$ cat src/rtl/core/lfd_pkg.sv
`timescale 1ns / 1ps
`default_nettype none

package lfd_pkg;

    // Default widths of the sample and of the fraction of the delay.
    localparam int SAMPLE_WIDTH_DEF = 24;
    localparam int FRAC_BITS_DEF    = 14;

    // The delay input field is always 16 bits wide.
    localparam int FRAC_IN_W = 16;

    // Digit size of the serial multiplier.
    localparam int DIGIT_W = 4;

    localparam int RING_DEPTH  = 5;
    localparam int PTR_W       = 3;
    localparam int PRIME_COUNT = 3;
    localparam int FILL_W      = 2;

    // Rounding bias and shift of each scaling; a divide by three follows for 24 and 6.
    localparam int DIV24_BIAS  = 12;
    localparam int DIV24_SHIFT = 3;
    localparam int DIV6_BIAS   = 3;
    localparam int DIV6_SHIFT  = 1;
    localparam int DIV4_BIAS   = 2;
    localparam int DIV4_SHIFT  = 2;

    localparam int UOP_COUNT = 12;
    localparam int STEP_W    = 4;
    localparam int K_W       = 3;

    typedef enum logic [3:0] {
        ST_IDLE,
        ST_MUL_GO,
        ST_MUL_WAIT,
        ST_ROUND,
        ST_SCALE,
        ST_DIV_WAIT,
        ST_MAC_GO,
        ST_MAC_WAIT,
        ST_ACC,
        ST_BIAS,
        ST_CLAMP,
        ST_OUT
    } t_state;

    typedef enum logic [1:0] {
        ASRC_RUN,
        ASRC_D,
        ASRC_P01,
        ASRC_P012
    } t_asrc;

    typedef enum logic [1:0] {
        SAVE_NONE,
        SAVE_P01,
        SAVE_P012
    } t_save;

    typedef enum logic [1:0] {
        SCALE_DIV24,
        SCALE_DIV6_NEG,
        SCALE_DIV4
    } t_scale;

    // One step of the weight sequence. The first step of a chain loads the
    // A operand from asrc/a_k; later steps reuse the previous rounded product.
    typedef struct packed {
        logic           first;
        t_asrc          asrc;
        logic [K_W-1:0] a_k;
        logic [K_W-1:0] b_k;
        t_save          save;
        logic           last;
        t_scale         scale;
        logic [K_W-1:0] weight;
    } t_uop;

    // Chains: h4 = d0*d1*d2*d3, h3 = (d0*d1*d2)*d4, h2 = (d0*d1)*d3*d4,
    // h1 = d0*d2*d3*d4, h0 = d1*d2*d3*d4. Shared partial products are saved.
    function automatic t_uop uop_rom(input logic [STEP_W-1:0] step);
        t_uop u;
        u = '{1'b0, ASRC_RUN, 3'd0, 3'd0, SAVE_NONE, 1'b0, SCALE_DIV24, 3'd0};
        unique case (step)
            4'd0:  u = '{1'b1, ASRC_D,    3'd0, 3'd1, SAVE_P01,  1'b0, SCALE_DIV24,    3'd4};
            4'd1:  u = '{1'b0, ASRC_RUN,  3'd0, 3'd2, SAVE_P012, 1'b0, SCALE_DIV24,    3'd4};
            4'd2:  u = '{1'b0, ASRC_RUN,  3'd0, 3'd3, SAVE_NONE, 1'b1, SCALE_DIV24,    3'd4};
            4'd3:  u = '{1'b1, ASRC_P012, 3'd0, 3'd4, SAVE_NONE, 1'b1, SCALE_DIV6_NEG, 3'd3};
            4'd4:  u = '{1'b1, ASRC_P01,  3'd0, 3'd3, SAVE_NONE, 1'b0, SCALE_DIV4,     3'd2};
            4'd5:  u = '{1'b0, ASRC_RUN,  3'd0, 3'd4, SAVE_NONE, 1'b1, SCALE_DIV4,     3'd2};
            4'd6:  u = '{1'b1, ASRC_D,    3'd0, 3'd2, SAVE_NONE, 1'b0, SCALE_DIV6_NEG, 3'd1};
            4'd7:  u = '{1'b0, ASRC_RUN,  3'd0, 3'd3, SAVE_NONE, 1'b0, SCALE_DIV6_NEG, 3'd1};
            4'd8:  u = '{1'b0, ASRC_RUN,  3'd0, 3'd4, SAVE_NONE, 1'b1, SCALE_DIV6_NEG, 3'd1};
            4'd9:  u = '{1'b1, ASRC_D,    3'd1, 3'd2, SAVE_NONE, 1'b0, SCALE_DIV24,    3'd0};
            4'd10: u = '{1'b0, ASRC_RUN,  3'd0, 3'd3, SAVE_NONE, 1'b0, SCALE_DIV24,    3'd0};
            4'd11: u = '{1'b0, ASRC_RUN,  3'd0, 3'd4, SAVE_NONE, 1'b1, SCALE_DIV24,    3'd0};
            default: u = '{1'b0, ASRC_RUN, 3'd0, 3'd0, SAVE_NONE, 1'b0, SCALE_DIV24, 3'd0};
        endcase
        return u;
    endfunction

endpackage

`default_nettype wire

$ cat src/rtl/core/lfd_serial_mul.sv
`timescale 1ns / 1ps
`default_nettype none

module lfd_serial_mul #(
    parameter int OP_W = 25
) (
    input  wire logic                     i_clk,
    input  wire logic                     i_rst_n,
    input  wire logic                     i_start,
    input  wire logic signed [OP_W-1:0]   i_a,
    input  wire logic signed [OP_W-1:0]   i_b,
    output logic                          o_done,
    output logic signed [2*OP_W-1:0]      o_product
);
    import lfd_pkg::*;

    localparam int NUM_DIG = (OP_W + DIGIT_W - 1) / DIGIT_W;
    localparam int MB_W    = NUM_DIG * DIGIT_W;
    localparam int PW      = OP_W + MB_W;
    localparam int CNT_W   = $clog2(NUM_DIG + 1);

    logic signed [PW-1:0]      r_mcand;
    logic signed [PW-1:0]      r_acc;
    logic [MB_W-1:0]           r_mplier;
    logic [CNT_W-1:0]          r_cnt;
    logic                      r_done;

    logic                      w_top;
    logic signed [DIGIT_W:0]   w_digit;
    logic signed [PW+DIGIT_W:0] w_partial;

    // The most significant digit carries the sign of the multiplier.
    assign w_top   = (r_cnt == CNT_W'(1));
    assign w_digit = w_top ? $signed({r_mplier[DIGIT_W-1], r_mplier[DIGIT_W-1:0]})
                           : $signed({1'b0, r_mplier[DIGIT_W-1:0]});
    assign w_partial = r_mcand * w_digit;

    always_ff @(posedge i_clk) begin
        if (!i_rst_n) begin
            r_cnt  <= '0;
            r_done <= 1'b0;
        end else begin
            r_done <= w_top;
            if (i_start) begin
                r_cnt <= CNT_W'(NUM_DIG);
            end else if (r_cnt != '0) begin
                r_cnt <= r_cnt - CNT_W'(1);
            end
        end
    end

    always_ff @(posedge i_clk) begin
        if (i_start) begin
            r_mcand  <= PW'(i_a);
            r_mplier <= MB_W'(i_b);
            r_acc    <= '0;
        end else if (r_cnt != '0) begin
            r_acc    <= r_acc + $signed(w_partial[PW-1:0]);
            r_mcand  <= r_mcand <<< DIGIT_W;
            r_mplier <= r_mplier >> DIGIT_W;
        end
    end

    assign o_done    = r_done;
    assign o_product = r_acc[2*OP_W-1:0];

endmodule

`default_nettype wire

$ cat src/rtl/core/lfd_div3.sv
`timescale 1ns / 1ps
`default_nettype none

module lfd_div3 #(
    parameter int OP_W = 25
) (
    input  wire logic                   i_clk,
    input  wire logic                   i_rst_n,
    input  wire logic                   i_start,
    input  wire logic signed [OP_W-1:0] i_dividend,
    output logic                        o_done,
    output logic signed [OP_W-1:0]      o_quotient
);
    localparam int NUM_W = OP_W + 1;
    localparam int CNT_W = $clog2(NUM_W + 1);

    // Adding three times half the range makes the dividend non-negative, so a
    // plain long division gives the floor; the offset divided by three is
    // removed at the end.
    localparam logic [NUM_W-1:0] OFFSET   = NUM_W'(3) << (OP_W - 1);
    localparam logic [NUM_W-1:0] Q_OFFSET = NUM_W'(1) << (OP_W - 1);

    logic [NUM_W-1:0] r_num;
    logic [1:0]       r_rem;
    logic [CNT_W-1:0] r_cnt;
    logic             r_done;

    logic [2:0]       w_trial;
    logic             w_ge;
    logic [NUM_W-1:0] w_q;

    assign w_trial = {r_rem, r_num[NUM_W-1]};
    assign w_ge    = (w_trial >= 3'd3);

    always_ff @(posedge i_clk) begin
        if (!i_rst_n) begin
            r_cnt  <= '0;
            r_done <= 1'b0;
        end else begin
            r_done <= (r_cnt == CNT_W'(1));
            if (i_start) begin
                r_cnt <= CNT_W'(NUM_W);
            end else if (r_cnt != '0) begin
                r_cnt <= r_cnt - CNT_W'(1);
            end
        end
    end

    // One quotient bit per cycle shifts in from the bottom as the dividend
    // bits leave at the top.
    always_ff @(posedge i_clk) begin
        if (i_start) begin
            r_num <= NUM_W'(i_dividend) + OFFSET;
            r_rem <= '0;
        end else if (r_cnt != '0) begin
            r_rem <= w_ge ? 2'(w_trial - 3'd3) : w_trial[1:0];
            r_num <= {r_num[NUM_W-2:0], w_ge};
        end
    end

    assign w_q        = r_num - Q_OFFSET;
    assign o_quotient = $signed(w_q[OP_W-1:0]);
    assign o_done     = r_done;

endmodule

`default_nettype wire

$ cat src/rtl/core/lagrange_fractional_delay.sv
// Before four samples are held, an accepted transaction yields a zero result with tuser
// low; after that each transaction runs the full filter on the 4-bit-digit serial
// multiplier (17 products) and the bit-serial divide by three (four quotients). The input
// is ready only while idle, so no new sample is taken until the last result is loaded
// into the output register; output stalls hold that load back. OPW is the internal
// operand width. Reset (synchronous, active low) clears the sample ring, pointer,
// fill count, step, state and output valid.
`timescale 1ns / 1ps
`default_nettype none

module lagrange_fractional_delay #(
    parameter int SAMPLE_WIDTH = lfd_pkg::SAMPLE_WIDTH_DEF,
    parameter int FRAC_BITS    = lfd_pkg::FRAC_BITS_DEF
) (
    input  wire logic i_clk,
    input  wire logic i_rst_n,
    input  wire logic i_s_tvalid,
    output logic      o_s_tready,
    // sample_in, frac_delay, zero padding
    input  wire logic [((SAMPLE_WIDTH + lfd_pkg::FRAC_IN_W + 7) / 8) * 8 - 1:0] i_s_tdata,
    output logic      o_m_tvalid,
    input  wire logic i_m_tready,
    // sample_out, zero padding
    output logic [((SAMPLE_WIDTH + 7) / 8) * 8 - 1:0] o_m_tdata,
    // primed
    output logic      o_m_tuser
);
    import lfd_pkg::*;

    localparam int OUT_TDATA_W = ((SAMPLE_WIDTH + 7) / 8) * 8;
    localparam int MAG_W   = (FRAC_IN_W > FRAC_BITS + 2) ? FRAC_IN_W : FRAC_BITS + 2;
    localparam int CHAIN_W = 4 * MAG_W - 3 * FRAC_BITS + 2;
    localparam int OP_W    = (CHAIN_W > SAMPLE_WIDTH + 1) ? CHAIN_W : SAMPLE_WIDTH + 1;
    localparam int PROD_W  = 2 * OP_W;
    localparam int ACC_W   = PROD_W + 3;

    localparam logic signed [OP_W-1:0]   ONE_OP = OP_W'(1) << FRAC_BITS;
    localparam logic signed [PROD_W-1:0] HALF_P = PROD_W'(1) << (FRAC_BITS - 1);
    localparam logic signed [ACC_W-1:0]  HALF_A = ACC_W'(1) << (FRAC_BITS - 1);
    localparam logic signed [ACC_W-1:0]  SMAX_A = (ACC_W'(1) << (SAMPLE_WIDTH - 1)) - ACC_W'(1);
    localparam logic signed [ACC_W-1:0]  SMIN_A = -SMAX_A - ACC_W'(1);
    localparam logic signed [OP_W-1:0]   B24 = OP_W'(DIV24_BIAS);
    localparam logic signed [OP_W-1:0]   B6  = OP_W'(DIV6_BIAS);
    localparam logic signed [OP_W-1:0]   B4  = OP_W'(DIV4_BIAS);

    function automatic logic signed [OP_W-1:0] d_of(input logic signed [OP_W-1:0] fd,
                                                    input logic [K_W-1:0] k);
        logic signed [OP_W-1:0] off;
        off  = $signed(OP_W'(k) << FRAC_BITS);
        d_of = fd - off;
    endfunction

    t_state r_state;
    t_state n_state;

    logic signed [SAMPLE_WIDTH-1:0] r_ring [RING_DEPTH];
    logic [PTR_W-1:0]               r_ptr;
    logic [FILL_W-1:0]              r_fill;
    logic [STEP_W-1:0]              r_step;
    logic                           r_out_valid;

    logic signed [OP_W-1:0]   r_fd;
    logic signed [OP_W-1:0]   r_run;
    logic signed [OP_W-1:0]   r_p01;
    logic signed [OP_W-1:0]   r_p012;
    logic signed [ACC_W-1:0]  r_acc;
    logic [SAMPLE_WIDTH-1:0]  r_res;
    logic                     r_res_primed;
    logic [SAMPLE_WIDTH-1:0]  r_out_sample;
    logic                     r_out_primed;

    logic                           w_accept;
    logic                           w_unprimed;
    logic signed [SAMPLE_WIDTH-1:0] w_in_sample;
    logic [FRAC_IN_W-1:0]           w_in_frac;
    logic signed [OP_W-1:0]         w_frac_ext;
    t_uop                           w_uop;
    logic                           w_last_step;
    logic [PTR_W:0]                 w_sidx_sum;
    logic [PTR_W-1:0]               w_sidx;
    logic signed [OP_W-1:0]         w_mul_a;
    logic signed [OP_W-1:0]         w_mul_b;
    logic                           w_mul_start;
    logic                           w_mul_done;
    logic signed [PROD_W-1:0]       w_mul_prod;
    logic signed [PROD_W-1:0]       w_rnd_sum;
    logic signed [PROD_W-1:0]       w_rnd_full;
    logic signed [OP_W-1:0]         w_s24;
    logic signed [OP_W-1:0]         w_s6;
    logic signed [OP_W-1:0]         w_s4;
    logic signed [OP_W-1:0]         w_y24;
    logic signed [OP_W-1:0]         w_y6;
    logic signed [OP_W-1:0]         w_y4;
    logic                           w_div_start;
    logic                           w_div_done;
    logic signed [OP_W-1:0]         w_div_q;
    logic signed [ACC_W-1:0]        w_fin;
    logic                           w_out_load;

    assign w_in_sample = $signed(i_s_tdata[SAMPLE_WIDTH-1:0]);
    assign w_in_frac   = i_s_tdata[SAMPLE_WIDTH +: FRAC_IN_W];
    assign w_frac_ext  = $signed(OP_W'(w_in_frac));
    assign w_accept    = i_s_tvalid && o_s_tready;
    assign w_unprimed  = (r_fill < FILL_W'(PRIME_COUNT));

    assign w_uop       = uop_rom(r_step);
    assign w_last_step = (r_step == STEP_W'(UOP_COUNT - 1));

    // The pointer already names the oldest sample, which takes weight h0.
    assign w_sidx_sum = {1'b0, r_ptr} + (PTR_W + 1)'(w_uop.weight);
    assign w_sidx     = (w_sidx_sum >= (PTR_W + 1)'(RING_DEPTH))
                      ? PTR_W'(w_sidx_sum - (PTR_W + 1)'(RING_DEPTH))
                      : w_sidx_sum[PTR_W-1:0];

    always_comb begin
        if (r_state == ST_MAC_GO) begin
            w_mul_a = r_run;
            w_mul_b = OP_W'(r_ring[w_sidx]);
        end else begin
            w_mul_b = d_of(r_fd, w_uop.b_k);
            if (!w_uop.first) begin
                w_mul_a = r_run;
            end else begin
                case (w_uop.asrc)
                    ASRC_D:    w_mul_a = d_of(r_fd, w_uop.a_k);
                    ASRC_P01:  w_mul_a = r_p01;
                    ASRC_P012: w_mul_a = r_p012;
                    default:   w_mul_a = r_run;
                endcase
            end
        end
    end

    lfd_serial_mul #(
        .OP_W (OP_W)
    ) u_mul (
        .i_clk     (i_clk),
        .i_rst_n   (i_rst_n),
        .i_start   (w_mul_start),
        .i_a       (w_mul_a),
        .i_b       (w_mul_b),
        .o_done    (w_mul_done),
        .o_product (w_mul_prod)
    );

    assign w_rnd_sum  = w_mul_prod + HALF_P;
    assign w_rnd_full = w_rnd_sum >>> FRAC_BITS;

    // Rounded divide by 24, 6 or 4: the power-of-two part is a floor shift.
    assign w_s24 = r_run + B24;
    assign w_s6  = r_run + B6;
    assign w_s4  = r_run + B4;
    assign w_y24 = w_s24 >>> DIV24_SHIFT;
    assign w_y6  = w_s6 >>> DIV6_SHIFT;
    assign w_y4  = w_s4 >>> DIV4_SHIFT;

    lfd_div3 #(
        .OP_W (OP_W)
    ) u_div3 (
        .i_clk      (i_clk),
        .i_rst_n    (i_rst_n),
        .i_start    (w_div_start),
        .i_dividend ((w_uop.scale == SCALE_DIV24) ? w_y24 : w_y6),
        .o_done     (w_div_done),
        .o_quotient (w_div_q)
    );

    assign w_fin = r_acc >>> FRAC_BITS;

    always_comb begin
        n_state = r_state;
        unique case (r_state)
            ST_IDLE: begin
                if (w_accept) begin
                    n_state = w_unprimed ? ST_OUT : ST_MUL_GO;
                end
            end
            ST_MUL_GO:   n_state = ST_MUL_WAIT;
            ST_MUL_WAIT: n_state = w_mul_done ? ST_ROUND : ST_MUL_WAIT;
            ST_ROUND:    n_state = w_uop.last ? ST_SCALE : ST_MUL_GO;
            ST_SCALE:    n_state = (w_uop.scale == SCALE_DIV4) ? ST_MAC_GO : ST_DIV_WAIT;
            ST_DIV_WAIT: n_state = w_div_done ? ST_MAC_GO : ST_DIV_WAIT;
            ST_MAC_GO:   n_state = ST_MAC_WAIT;
            ST_MAC_WAIT: n_state = w_mul_done ? ST_ACC : ST_MAC_WAIT;
            ST_ACC:      n_state = w_last_step ? ST_BIAS : ST_MUL_GO;
            ST_BIAS:     n_state = ST_CLAMP;
            ST_CLAMP:    n_state = ST_OUT;
            ST_OUT:      n_state = w_out_load ? ST_IDLE : ST_OUT;
            default:     n_state = ST_IDLE;
        endcase
    end

    always_comb begin
        o_s_tready  = 1'b0;
        w_mul_start = 1'b0;
        w_div_start = 1'b0;
        w_out_load  = 1'b0;
        unique case (r_state)
            ST_IDLE:              o_s_tready  = 1'b1;
            ST_MUL_GO, ST_MAC_GO: w_mul_start = 1'b1;
            ST_SCALE:             w_div_start = (w_uop.scale != SCALE_DIV4);
            ST_OUT:               w_out_load  = !r_out_valid || i_m_tready;
            default: ;
        endcase
    end

    always_ff @(posedge i_clk) begin
        if (!i_rst_n) begin
            r_state     <= ST_IDLE;
            r_ptr       <= '0;
            r_fill      <= '0;
            r_step      <= '0;
            r_out_valid <= 1'b0;
            for (int i = 0; i < RING_DEPTH; i++) begin
                r_ring[i] <= '0;
            end
        end else begin
            r_state <= n_state;
            if (w_accept) begin
                r_ring[r_ptr] <= w_in_sample;
                r_ptr  <= (r_ptr == PTR_W'(RING_DEPTH - 1)) ? '0 : r_ptr + PTR_W'(1);
                r_step <= '0;
                if (w_unprimed) begin
                    r_fill <= r_fill + FILL_W'(1);
                end
            end else if ((r_state == ST_ROUND && !w_uop.last) ||
                         (r_state == ST_ACC && !w_last_step)) begin
                r_step <= r_step + STEP_W'(1);
            end
            if (w_out_load) begin
                r_out_valid <= 1'b1;
            end else if (i_m_tready) begin
                r_out_valid <= 1'b0;
            end
        end
    end

    always_ff @(posedge i_clk) begin
        if (w_accept) begin
            r_fd         <= (w_frac_ext < ONE_OP) ? w_frac_ext + ONE_OP : w_frac_ext;
            r_acc        <= '0;
            r_res        <= '0;
            r_res_primed <= 1'b0;
        end
        case (r_state)
            ST_ROUND: begin
                r_run <= w_rnd_full[OP_W-1:0];
                if (w_uop.save == SAVE_P01) begin
                    r_p01 <= w_rnd_full[OP_W-1:0];
                end
                if (w_uop.save == SAVE_P012) begin
                    r_p012 <= w_rnd_full[OP_W-1:0];
                end
            end
            ST_SCALE: begin
                if (w_uop.scale == SCALE_DIV4) begin
                    r_run <= w_y4;
                end
            end
            ST_DIV_WAIT: begin
                if (w_div_done) begin
                    r_run <= (w_uop.scale == SCALE_DIV6_NEG) ? -w_div_q : w_div_q;
                end
            end
            ST_ACC:  r_acc <= r_acc + ACC_W'(w_mul_prod);
            ST_BIAS: r_acc <= r_acc + HALF_A;
            ST_CLAMP: begin
                r_res_primed <= 1'b1;
                if (w_fin > SMAX_A) begin
                    r_res <= SMAX_A[SAMPLE_WIDTH-1:0];
                end else if (w_fin < SMIN_A) begin
                    r_res <= SMIN_A[SAMPLE_WIDTH-1:0];
                end else begin
                    r_res <= w_fin[SAMPLE_WIDTH-1:0];
                end
            end
            default: ;
        endcase
        if (w_out_load) begin
            r_out_sample <= r_res;
            r_out_primed <= r_res_primed;
        end
    end

    assign o_m_tvalid = r_out_valid;
    assign o_m_tdata  = OUT_TDATA_W'(r_out_sample);
    assign o_m_tuser  = r_out_primed;

    a_unprimed_zero: assert property (@(posedge i_clk) disable iff (!i_rst_n)
        (r_out_valid && !r_out_primed) |-> (r_out_sample == '0))
        else $error("unprimed result carries a nonzero sample");

    a_primed_fill: assert property (@(posedge i_clk) disable iff (!i_rst_n)
        (r_out_valid && r_out_primed) |-> (r_fill == FILL_W'(PRIME_COUNT)))
        else $error("computed result before four samples were taken");

    a_ptr_range: assert property (@(posedge i_clk) disable iff (!i_rst_n)
        r_ptr < PTR_W'(RING_DEPTH))
        else $error("ring pointer out of range");

    a_mul_done_wait: assert property (@(posedge i_clk) disable iff (!i_rst_n)
        w_mul_done |-> (r_state == ST_MUL_WAIT || r_state == ST_MAC_WAIT))
        else $error("multiplier finished outside a wait state");

    a_div_done_wait: assert property (@(posedge i_clk) disable iff (!i_rst_n)
        w_div_done |-> (r_state == ST_DIV_WAIT))
        else $error("divider finished outside its wait state");

endmodule

`default_nettype wire
$ cat config.mk
export PLATFORM = sky130hd
export DESIGN_NAME = lagrange_fractional_delay
export DESIGN_NICKNAME = d
export VERILOG_FILES = /design/src/rtl/core/lfd_pkg.sv /design/src/rtl/core/lfd_serial_mul.sv /design/src/rtl/core/lfd_div3.sv /design/src/rtl/core/lagrange_fractional_delay.sv
export SDC_FILE = /design/constraint.sdc
export NUM_CORES = 2
export LEC_CHECK = 0
export BUFFER_PORTS_ARGS = -buffer_cell sky130_fd_sc_hd__buf_2
export CAP_MARGIN = 0
export CORE_MARGIN = 3
export CORE_UTILIZATION = 35
export CTS_CLUSTER_SIZE = 12
export DETAILED_ROUTE_END_ITERATION = 6
export HOLD_SLACK_MARGIN = 0.12
export PLACE_DENSITY = 0.56
export SLEW_MARGIN = 30
export SYNTH_ARGS = -nofsm -noshare
export SYNTH_HDL_FRONTEND = slang
export SYNTH_SLANG_ARGS = --single-unit
$ cat constraint.sdc
create_clock -name i_clk -period 5.95 [get_ports i_clk]
set_clock_uncertainty 0.15 [all_clocks]
set_input_delay 0.595 -clock i_clk [delete_from_list [all_inputs] [get_ports i_clk]]
set_output_delay 0.595 -clock i_clk [all_outputs]
set_load 0.05 [all_outputs]
Word-level counts from Yosys, hierarchy flattened:

Memories as Yosys holds them, arrays and structs flattened. A register that Yosys moved wholly into a read port is not among the register bits.
Index checks and enable logic that the tools add are counted.

* add/subtract/negate cells: 21
* multiply operators: 1
* divide/modulo/power cells: 0
* order comparisons: 6
* equal/unequal tests: 26
* shift-type cells: 0
* mux-type cells: 55
* bitwise gates (word level): 1
* reduce and logical (&&, ||, !) cells: 26

Operator list (count)
* $mux W25: 7
* $mux W53: 3
* $pmux W25 S3: 2
* $mux W24: 5
* $pmux W53 S2: 1
* $mux W28: 2
* $add A53 B15 Y53 const B: 1
* $add A53 B50 Y53: 1
* $add A53 B53 Y53: 1
* $mul A53 B5 Y53: 1
* $mux W26: 2
* $add A25 B3 Y25 const B: 2
* $pmux W4 S12: 1
* $add A39 B15 Y39 const B: 1
* $gt A39 B24 Y1 const B: 1
* $lt A39 B24 Y1 const B: 1
* $sub A17 B17 Y18: 2
* $mux W4: 7
* $add A25 B25 Y26 const B: 1
* $add A25 B5 Y25 const B: 1
* $neg A25 Y25: 1
* $sub A25 B25 Y25 const B: 1
* $reduce_or A24 Y1: 1
* $eq A4 B4 Y1 const B: 5
* 40 further kinds: 85

* flip-flop bits (word level): 381
* bits in latches: 0
* memory bits (writable): 120
* bits in read-only memories: 240
* bits of input ports: 44
* output and inout bits: 27
* word-level logic and storage cells: 163
* memories kept: 2

Memories
* (name not given): words 16, width 15, read ports 1, clocked after memory_dff 1, write ports 0, RTL line lfd_pkg.sv:85 `unique case (step)`
* r_ring: words 5, width 24, read ports 1, clocked after memory_dff 0, write ports 5, RTL line lagrange_fractional_delay.sv:56 `logic signed [SAMPLE_WIDTH-1:0] r_ring [RING_DEPTH];`

Longest topological paths before layout:

* depth after elaboration: 8
* gate-level depth with buffers: 25
* mapped depth without buffers: 24

Modules after synthesis:

From an unflattened synthesis, not the netlist that was laid out.

* cells, all modules: 3785
* area, all modules: 39640.5 µm²

By module, submodules not included
* lagrange_fractional_delay: times used 1, cells an instance 2132, area an instance 23687.7 µm², sequential area each 12171.7 µm²
* lfd_serial_mul: times used 1, cells an instance 1524, area an instance 14246.2 µm², sequential area each 3333.2 µm²
* lfd_div3: times used 1, cells an instance 129, area an instance 1706.6 µm², sequential area each 940.9 µm²

Worst setup path before layout:

No wires, ideal clock.

* path kind: register -> register
* start point: register u_mul.r_cnt[1]
* end point: register u_mul.r_acc[48]
* setup time: 200 ps
* arrival time: 5850 ps
* required time: 5600 ps
* slack: -250 ps
* cell stages (with the launch flop): 25
* path buffers: 1
* period minus slack after synthesis: 6200 ps
* cells stage by stage: dfxtp_1 inv_1 ha_1 nor2b_1 nand2_1 clkbuf_1 inv_1 fa_1 inv_1 fa_1 fa_1 inv_1 fa_1 ha_1 a21o_1 a21o_1 a2111oi_1 o31ai_1 a41o_1 a41oi_1 o21ai_0 a21oi_1 o21ai_0 xnor2_1 o22ai_1

* cells in the longest elaborated chain, start to end: 4
* elaborated cells on any way between the ends: 5
* classes of those cells: add/sub: 1; mul: 1; eq/ne: 1; mux: 1; reduce/logical: 1

RTL lines
* start, declared: RTL line lfd_serial_mul.sv:25 `logic [CNT_W-1:0] r_cnt;`
* start signal, assigned: RTL line lfd_serial_mul.sv:45 `r_cnt <= CNT_W'(NUM_DIG);`
* start signal, assigned: RTL line lfd_serial_mul.sv:47 `r_cnt <= r_cnt - CNT_W'(1);`
* $eq A3 B1 Y1: RTL line lfd_serial_mul.sv:33 `assign w_top = (r_cnt == CNT_W'(1));`
* $mux W5: RTL line lfd_serial_mul.sv:34 `assign w_digit = w_top ? $signed({r_mplier[DIGIT_W-1], r_mplier[DIGIT_W-1:0]})`
* $mul A53 B5 Y53: RTL line lfd_serial_mul.sv:36 `assign w_partial = r_mcand * w_digit;`
* $add A53 B53 Y53: RTL line lfd_serial_mul.sv:58 `r_acc <= r_acc + $signed(w_partial[PW-1:0]);`
* end signal, assigned: RTL line lfd_serial_mul.sv:58
* end, declared: RTL line lfd_serial_mul.sv:23 `logic signed [PW-1:0] r_acc;`

Parallel ways exist; a longest one is shown, timed or not.
A chain may end at the register's enable or synchronous reset.

Final worst setup path:

* start point: register u_mul.r_cnt[1]
* end point: register u_mul.r_acc[46]

Same word-level chain as after synthesis.

==> impl_metrics.py <==
metrics = {
    "clock_tree": {
        "cts-htree-levels": 3,
        "clock_transition_at_the_registers_of_the_reported_paths_ps": 60,
        "cts.root.buffer_cell": "sky130_fd_sc_hd__clkbuf_16",
        "worst_skew_pair.late_latency_ps": 640,
        "clock_sinks": 578,
        "maximum_number_of_buffers_from_clock_root_to_sink": 3,
        "number_of_cts_inserted_buffers": 68,
        "cts_tree": "yes",
    },
    "global_routing": {
        "grt_start_max_net_pins": 78,
        "grt_pass1_wl_um": 163000,
        "grt_antenna_before_repair": 1,
        "global_route.usage.total": 0.180,
        "grt_pass1_vias": 27544,
        "overall_overflow_remaining_after_global_route": 0,
    },
    "setup_path": {
        "critical_path_class": "reg2reg",
        "required_ps": 6260,
        "crit_path_end_kind": "flop",
        "crit_arrival_ps": 6190,
        "startpoint_type": "flop",
        "crit_fanout": 4,
    },
    "timing": {
        "setup_violations": 0,
        "max_freq_mhz": 170,
        "maxSlewViolCount": 0,
        "grt_setup_unrepaired": "yes",
        "worst_tran_pin_value_ps": 928,
        "final.period_utilization": 0.989,
        "relSlewSlack": 0.381,
        "timing.final.hold_violations": 0,
        "final.min_clock_period_ps": 5880,
    },
    "cells_and_area": {
        "layout-drive-gt1-share": 0.125,
        "final_common_cell": "sky130_fd_sc_hd__edfxtp_1",
        "synthToLayoutAreaGrowth_pct": 15.4,
        "fraction_of_the_core_area_covered_by_cells_at_the_end_of_the_flow": 0.409,
        "summed_area_of_non_filler_cells_in_the_final_layout_um2": 44700,
        "most-common-layout-cells": "sky130_fd_sc_hd__edfxtp_1, sky130_fd_sc_hd__nand2_1, sky130_fd_sc_hd__inv_1",
        "finish.net_count": 4348,
        "final_instance_count_excl_fillers": 5456,
    },
    "synth": {
        "yosys_register_bits": 578,
        "synth_largest_type_area_fraction": 0.378,
        "synth.top_cells.by_area": "sky130_fd_sc_hd__edfxtp_1, sky130_fd_sc_hd__fa_1, sky130_fd_sc_hd__ha_1",
        "synth_top_cell_by_area": "sky130_fd_sc_hd__edfxtp_1",
        "post_syn_nets": 4179,
        "share_of_synthesized_flip_flops_with_an_asynchronous_set_or_reset": 0,
        "avgSynthCellArea_um2": 10.3,
        "post_synth_inst_count": 3758,
        "synth-edff-count": 487,
        "ys_seq_area_frac": 0.425,
        "synth.yosys.warnings": 0,
        "post_synth_instance_area_um2": 38700,
        "synth_top_flop_cell": "sky130_fd_sc_hd__edfxtp_1",
        "ys_types": 76,
    },
    "floorplanning": {
        "top_level_ports": 71,
        "effective_utilization_at_floorplan": 0.354,
        "placementRows": 121,
        "core_area_um2": 109000,
        "die_height_um": 339,
        "die_x_um": 339,
        "design.die.area_um2": 115000,
    },
    "place": {
        "port-buffer-count": 70,
        "globalplace.congestion": 0.861,
        "place.detailed.hpwl_um": 74600,
        "placed_cells": 5287,
        "instance_area_at_placement_um2": 41700,
    },
    "drt": {
        "ant_nets": 0,
        "drt_iter0_drc": 2063,
        "postRouteWirelength_um": 104000,
        "post_drt_via_cell_ratio": 5.10,
        "routed-via-count": 27815,
        "number_of_iterations_in_the_first_detailed_routing_pass": 5,
        "wire_per_inst_um": 19.1,
        "route.detailed.drc": 0,
    },
    "hold_path": {
        "timing.hold.worst.class": "in2reg",
    },
    "job": {
        "timing.max_cap.violations": 0,
    },
    "outcome": {
        "status": "finished, final reports clean",
    },
}
cell usage after synthesis, types with 117 or more instances:
cell type	number
sky130_fd_sc_hd__and2_1	307
sky130_fd_sc_hd__fa_1	189
sky130_fd_sc_hd__xnor2_1	123
sky130_fd_sc_hd__nand2_1	381
sky130_fd_sc_hd__a21oi_1	186
sky130_fd_sc_hd__edfxtp_1	487
sky130_fd_sc_hd__o21ai_0	235
sky130_fd_sc_hd__xor2_1	117
sky130_fd_sc_hd__clkbuf_1	165
sky130_fd_sc_hd__ha_1	188
sky130_fd_sc_hd__nor2_1	209
sky130_fd_sc_hd__inv_1	332
kinds of logic after synthesis:
family,after synthesis,synth area share
AND/OR/NAND/NOR,1212,0.156
buffers and inverters,518,0.0504
multiplexers,87,0.0388
adder cells (fa/ha/maj),377,0.159
AO/OA/AOI/OAI,746,0.118
XOR/XNOR,240,0.0543
flip-flops,578,0.425
what timing repair did:
item | in CTS | in global routing
resized for setup | 14 | 32
pin swaps | 10 | 23
gates cloned | 0 | 1
endpoints found under the setup margin | 17 | 24
buffers inserted | 2 | 5
hold buffers | 38 | 0
hold endpoints to repair | 86 | 0
worst max-delay path, stage by stage (launching register included):
cell and delay, ps:
sky130_fd_sc_hd__dfxtp_2 320, sky130_fd_sc_hd__inv_2 70, sky130_fd_sc_hd__ha_4 120, sky130_fd_sc_hd__nor2b_4 160, sky130_fd_sc_hd__nand2_4 70, sky130_fd_sc_hd__or2_4 230, sky130_fd_sc_hd__fa_1 460, sky130_fd_sc_hd__fa_1 510
sky130_fd_sc_hd__fa_1 500, sky130_fd_sc_hd__inv_1 50, sky130_fd_sc_hd__fa_1 450, sky130_fd_sc_hd__ha_1 290, sky130_fd_sc_hd__a21o_1 160, sky130_fd_sc_hd__a21o_1 210, sky130_fd_sc_hd__a2111oi_4 480, sky130_fd_sc_hd__o31ai_4 140
sky130_fd_sc_hd__a41o_1 310, sky130_fd_sc_hd__a41oi_2 290, sky130_fd_sc_hd__buf_4 160, sky130_fd_sc_hd__o211ai_1 100, sky130_fd_sc_hd__nand2_2 140, sky130_fd_sc_hd__o41ai_4 90, sky130_fd_sc_hd__xnor2_1 170, sky130_fd_sc_hd__o22ai_1 80
routing by layer:
layer	up-vias	track usage	routed length, um
met5	-	0	0
met4	0	0.0469	2860
met3	143	0.0226	4640
met2	638	0.288	47600
met1	13654	0.258	49300
li1	13380	-	-
through the flow:
step           setup TNS [ps]  setup slack, ps  hold WS, ps
5_1_grt                  -444             -117          133
3_3_place_gp            -2210             -275          255
4_1_cts                     0             11.7          126
3_5_place_dp            -2510             -298          255
6_report                    0             66.6          170
2_1_floorplan               0             11.0          250
flip-flops by register name, summed over array words and instances (netlist names), 2 cells and up:
name            cells
o_m_tdata          24
r_state             4
w_uop              14
r_p012             25
r_ptr               3
u_div3.r_rem        2
u_div3.r_num       26
r_run              25
r_res              24
r_ring            192
u_mul.r_cnt         3
r_fd               17
u_div3.r_cnt        5
r_step              4
u_mul.r_acc        50
u_mul.r_mcand      50
u_mul.r_mplier     25
r_p01              25
r_acc              53
r_fill              2
final cells by class:
cell class              count  area [um2]
repair buffers            284        2180
well taps                1476        1850
inverters                 333        1250
clock inverters            28         388
clock buffers              94        1870
fillers                 10695       64700
multi-input cells        2662       20700
diodes                      1        2.50
flip-flops and latches    578       16400
worst paths after layout:
path	cells after the start	to	startpoint	slack, ps
setup reg to reg	23	u_mul.r_acc[46]	u_mul.r_cnt[1]	70
hold / removal	3	r_fill[1]	i_s_tvalid	170
hold reg to reg	0	o_m_tdata[9]	r_res[9]	270
setup / recovery	23	u_mul.r_acc[46]	u_mul.r_cnt[1]	70
Power is not shown: default switching activity piles up to over one toggle a cycle in this logic, so the estimate is an artifact.
